<file path="config.mk">
export PLATFORM = sky130hd
export DESIGN_NAME = sbeq_ram
export DESIGN_NICKNAME = d
export VERILOG_FILES = /design/src/design/assert_macros.svh /design/src/design/sbeq_ram.sv
export SDC_FILE = /design/constraint.sdc
export NUM_CORES = 2
export LEC_CHECK = 0
export ABC_AREA = 1
export BUFFER_PORTS_ARGS = -buffer_cell sky130_fd_sc_hd__buf_2
export CAP_MARGIN = 30
export CELL_PAD_IN_SITES_DETAIL_PLACEMENT = 0
export CELL_PAD_IN_SITES_GLOBAL_PLACEMENT = 2
export CORE_ASPECT_RATIO = 0.7
export CORE_UTILIZATION = 48
export DETAILED_ROUTE_END_ITERATION = 10
export MAX_ROUTING_LAYER = met4
export PLACE_DENSITY_LB_ADDON = 0.1
export SYNTH_ARGS = -nofsm -noshare
export SYNTH_HDL_FRONTEND = slang
export SYNTH_SLANG_ARGS = --single-unit
export TNS_END_PERCENT = 5
</file>
<file path="constraint.sdc">
create_clock -name clk -period 8 [get_ports clk]
set_clock_uncertainty 0.1 [all_clocks]
set_input_delay 0.8 -clock clk [delete_from_list [all_inputs] [get_ports clk]]
set_output_delay 0.8 -clock clk [all_outputs]
set_load 0.02 [all_outputs]
</file>
<file path="src/design/assert_macros.svh">
// ----------------------------------------------------------------------------
// assertion helpers included by stereo_biquad_eq_cascade
// all properties sample on clk and are disabled while rst is high
// ----------------------------------------------------------------------------
`ifndef ASSERT_MACROS_SVH
`define ASSERT_MACROS_SVH

// same-cycle implication
`define ASSERT_IMPLY(label, pre, post, msg) \
  label: assert property (@(posedge clk) disable iff (rst) (pre) |-> (post)) \
    else $error(msg);

// next-cycle implication
`define ASSERT_NEXT(label, pre, post, msg) \
  label: assert property (@(posedge clk) disable iff (rst) (pre) |=> (post)) \
    else $error(msg);

`endif

</file>
<file path="src/design/sbeq_ram.sv">
// ----------------------------------------------------------------------------
// sbeq_ram
// simple dual port ram, one write port, one registered read port
// ----------------------------------------------------------------------------
`default_nettype none

module sbeq_ram #(
  parameter int WIDTH = 32,
  parameter int DEPTH = 64
) (
  input  logic                     clk,
  input  logic                     we,
  input  logic [$clog2(DEPTH)-1:0] waddr,
  input  logic [WIDTH-1:0]         wdata,
  input  logic [$clog2(DEPTH)-1:0] raddr,
  output logic [WIDTH-1:0]         rdata
);

  logic [WIDTH-1:0] mem [DEPTH];

  always_ff @(posedge clk) begin
    if (we) begin
      mem[waddr] <= wdata;
    end
    rdata <= mem[raddr];
  end

endmodule

`default_nettype wire

</file>
==> summary.txt <==
Outcome
  – Status: finished with violations
  – Failing checks: design-rule violations

Placement
  – Port Buf Inserts: 77
  – Post-DP HPWL: around 130000 um
  – Placed cells: 8807
  – GPL Wtd Cong: 0.8063

Global route
  – Largest net degree at the start of global routing: 203
  – Initial antenna violation count: 25
  – Vias in the first global route: 49870
  – Grt ovf: 0
  – GRT Resource Usage Total: a little under a third
  – First-pass GRT wire length: 369900 um

Logic synthesis
  – Number of synthesized flops with an enable pin: 2048
  – Post-synth top area cell: edfxtp_1
  – Synth Flop Type: edfxtp_1
  – Synth Instances: approximately 6800
  – Mean Syn Cell Area: ~12 sq um
  – Top-count cell post-synth: nand2_1
  – Post-synth cell types: 16
  – Top cell type's share of synthesized area: 74.33%
  – Synth area leaders: edfxtp_1 (74%), nand3_1 (12%), nand2_1 (10%), buf_2 (1.7%), dfxtp_1 (0.77%)
  – Synth Cell Area: 82740 sq um
  – Sequential area share after synthesis: approximately three quarters
  – Synth warn: 0
  – Flip-flop and latch count after synthesis: roughly 2100
  – Asr flop ratio synth: 0%
  – Most frequent cells after synthesis: nand2_1 (2248), edfxtp_1 (2048), nand3_1 (1907), buf_2 (282), clkbuf_1 (77)
  – Synth Net Count: about 7000

Floorplan
  – Total Die Area: 174100 sq um
  – Die Width: 498.2 um
  – Ports: 78
  – Initial Util: 48.35%
  – Core Rows: 127
  – Die H: 349.4 um
  – Core ar.: approximately 170000 sq um

Setup path
  – Worst setup SP type: primary input
  – Critical Path AT: 4470 ps
  – Delay-heaviest family, CP: buffers and inverters
  – Crit path cell chain: buf_8 > inv_16 > buf_4 > buf_4 > nand2_1 > nand3_1 > nand3_1 > nand3_1 > nand3_1 > nand2_1 > nand2_1 > nand2_1
  – Crit path buffers/inverters: 4
  – Critical setup path kind: in2reg
  – Setup crit end kind: flop
  – Crit Path Max Fanout: 202
  – Worst Path Required: about 8700 ps
  – Worst path slowest cell: buf_4
  – Critical path's largest stage delay: about 580 ps

Finish
  – Fraction of layout cells with a size suffix above 1: 8.369%
  – Area growth from synthesis to layout: 11.17%
  – NumNets Final: 6800
  – Sequential Area: 62140 sq um
  – Filler cell count: around 14000
  – Multi-input logic area: 18770 sq um
  – Layout Cells excl Fill: 9189

STA
  – Total negative slack: 0 ps
  – Max-slew violation total from the final report: 0
  – Highest Clock Rate: between 200 and 300 MHz
  – Final setup fails: 0
  – Unrepaired setup endpoints after global routing: no
  – Fin crit share: 47.33%
  – Final hold violation count: 0
  – Worst-margin pin slew: around 1200 ps
  – Relative slew slack: between 20% and 30%
  – Final min period: 3786 ps

Detailed routing
  – Vias/cell: 5.834
  – # DRC: 4
  – Routed len/inst: 28.49 um
  – Drt pass-1 iters: 10
  – DRT antenna net count: 0
  – Vias post-DR: approximately 54000
  – Initial DRC count: 6460
  – DRT Wirelength: 261800 um

CTS
  – TritonCTS clock tree: yes
  – H-tree levels: 4
  – PostCTS Resize Cnt: 0
  – CTS root buffer: clkbuf_16
  – # Post-CTS Setup Buffers: 0
  – CTS Buf Count: 199
  – CTS max path bufs: 3
  – CTS sink cnt: 2080
  – Hold Buf Count CTS: 0
  – Latest clock arrival within the worst-skew pair: 850 ps
  – Reg clk slew, reported paths: 60 ps

Pwr
  – Peak supply drop: 0.0001883 V
  – Leakage power: between 30 and 40 nW
  – Final Power: 22.88 mW
  – Pwr dens: 248.7 nW/um^2

Hold path
  – Worst Hold Class: in2reg

Job
  – MaxCap Viol Count: 0
## cells in the final DEF, fill, tap and decap left out, drive strengths merged
master / instances
buf: 233
bufinv: 12
clkbuf: 269
clkinv: 78
clkinvlp: 2
dfxtp: 32
diode: 14
edfxtp: 2048
inv: 16
nand2: 2248
nand3: 1907
nand4: 9
nor2: 56
nor4: 8
## power breakdown
group	internal (mW)	switching, mW	total [mW]
clock	5.19	4.10	9.30
sequential	12.1	0.0571	12.1
combinational	0.319	1.14	1.46
## layer usage
| layer | vias up | GRT usage (%) | wire (um) |
|---|---|---|---|
| li1 | 24124 | - | - |
| met1 | 26925 | 44.95 | 116900 |
| met2 | 2243 | 44.52 | 114800 |
| met3 | 319 | 6.039 | 24660 |
| met4 | 0 | 7.438 | 5416 |
| met5 | - | - | 0 |
## worst reg2reg max path, stage by stage (launching register included)
cell and delay [ps]:
edfxtp_1 320, nand2_1 50, nand3_1 120, nand3_1 110
nand3_1 120, nand3_1 550, nand2_1 270, nand2_1 190
nand2_1 120
## final cells by class
cell class                      count  share of cell area [%]
Antenna cell                       14                 0.03809
Clock buffer                      269                   5.992
Clock inverter                     96                  0.8611
Inverter                           12                 0.09114
Multi-Input combinational cell   4228                   20.41
Sequential cell                  2080                   67.56
Tap cell                         2257                   3.070
Timing Repair Buffer              233                   1.985
## metrics by stage
stage               area, sq um  setup slack, ps  hold slack (ps)  util [%]
detailed placement        85560             3619            693.1     49.99
CTS                       91860             4553            337.1     53.68
floorplan                 82740             2970            621.4         -
global placement          85540             3609            694.0     49.98
finish                    91980             4214            410.3     53.75
global route              91970             4147            441.9     53.74
## registers in the layout, indices dropped and copies added (netlist names)
name	count
mem	2048
rdata	32
## cells by family after synthesis
family	after synthesis	synth area share, %
DFF	2080	75.10
and+or+nand+nor	4228	22.12
buffers and inverters	461	2.779
## worst paths after layout
path | slack [ps] | depth (start not counted) | to | startpoint
setup / recovery | 4210 | 12 | rdata[23] | raddr[0]
hold / removal | 410 | 6 | rdata[10] | raddr[4]
setup reg to reg | 6000 | 8 | rdata[23] | mem[29][23]
hold reg to reg | 710 | 8 | rdata[4] | mem[42][4]
Note: power is estimated with default switching activity, not from simulation.
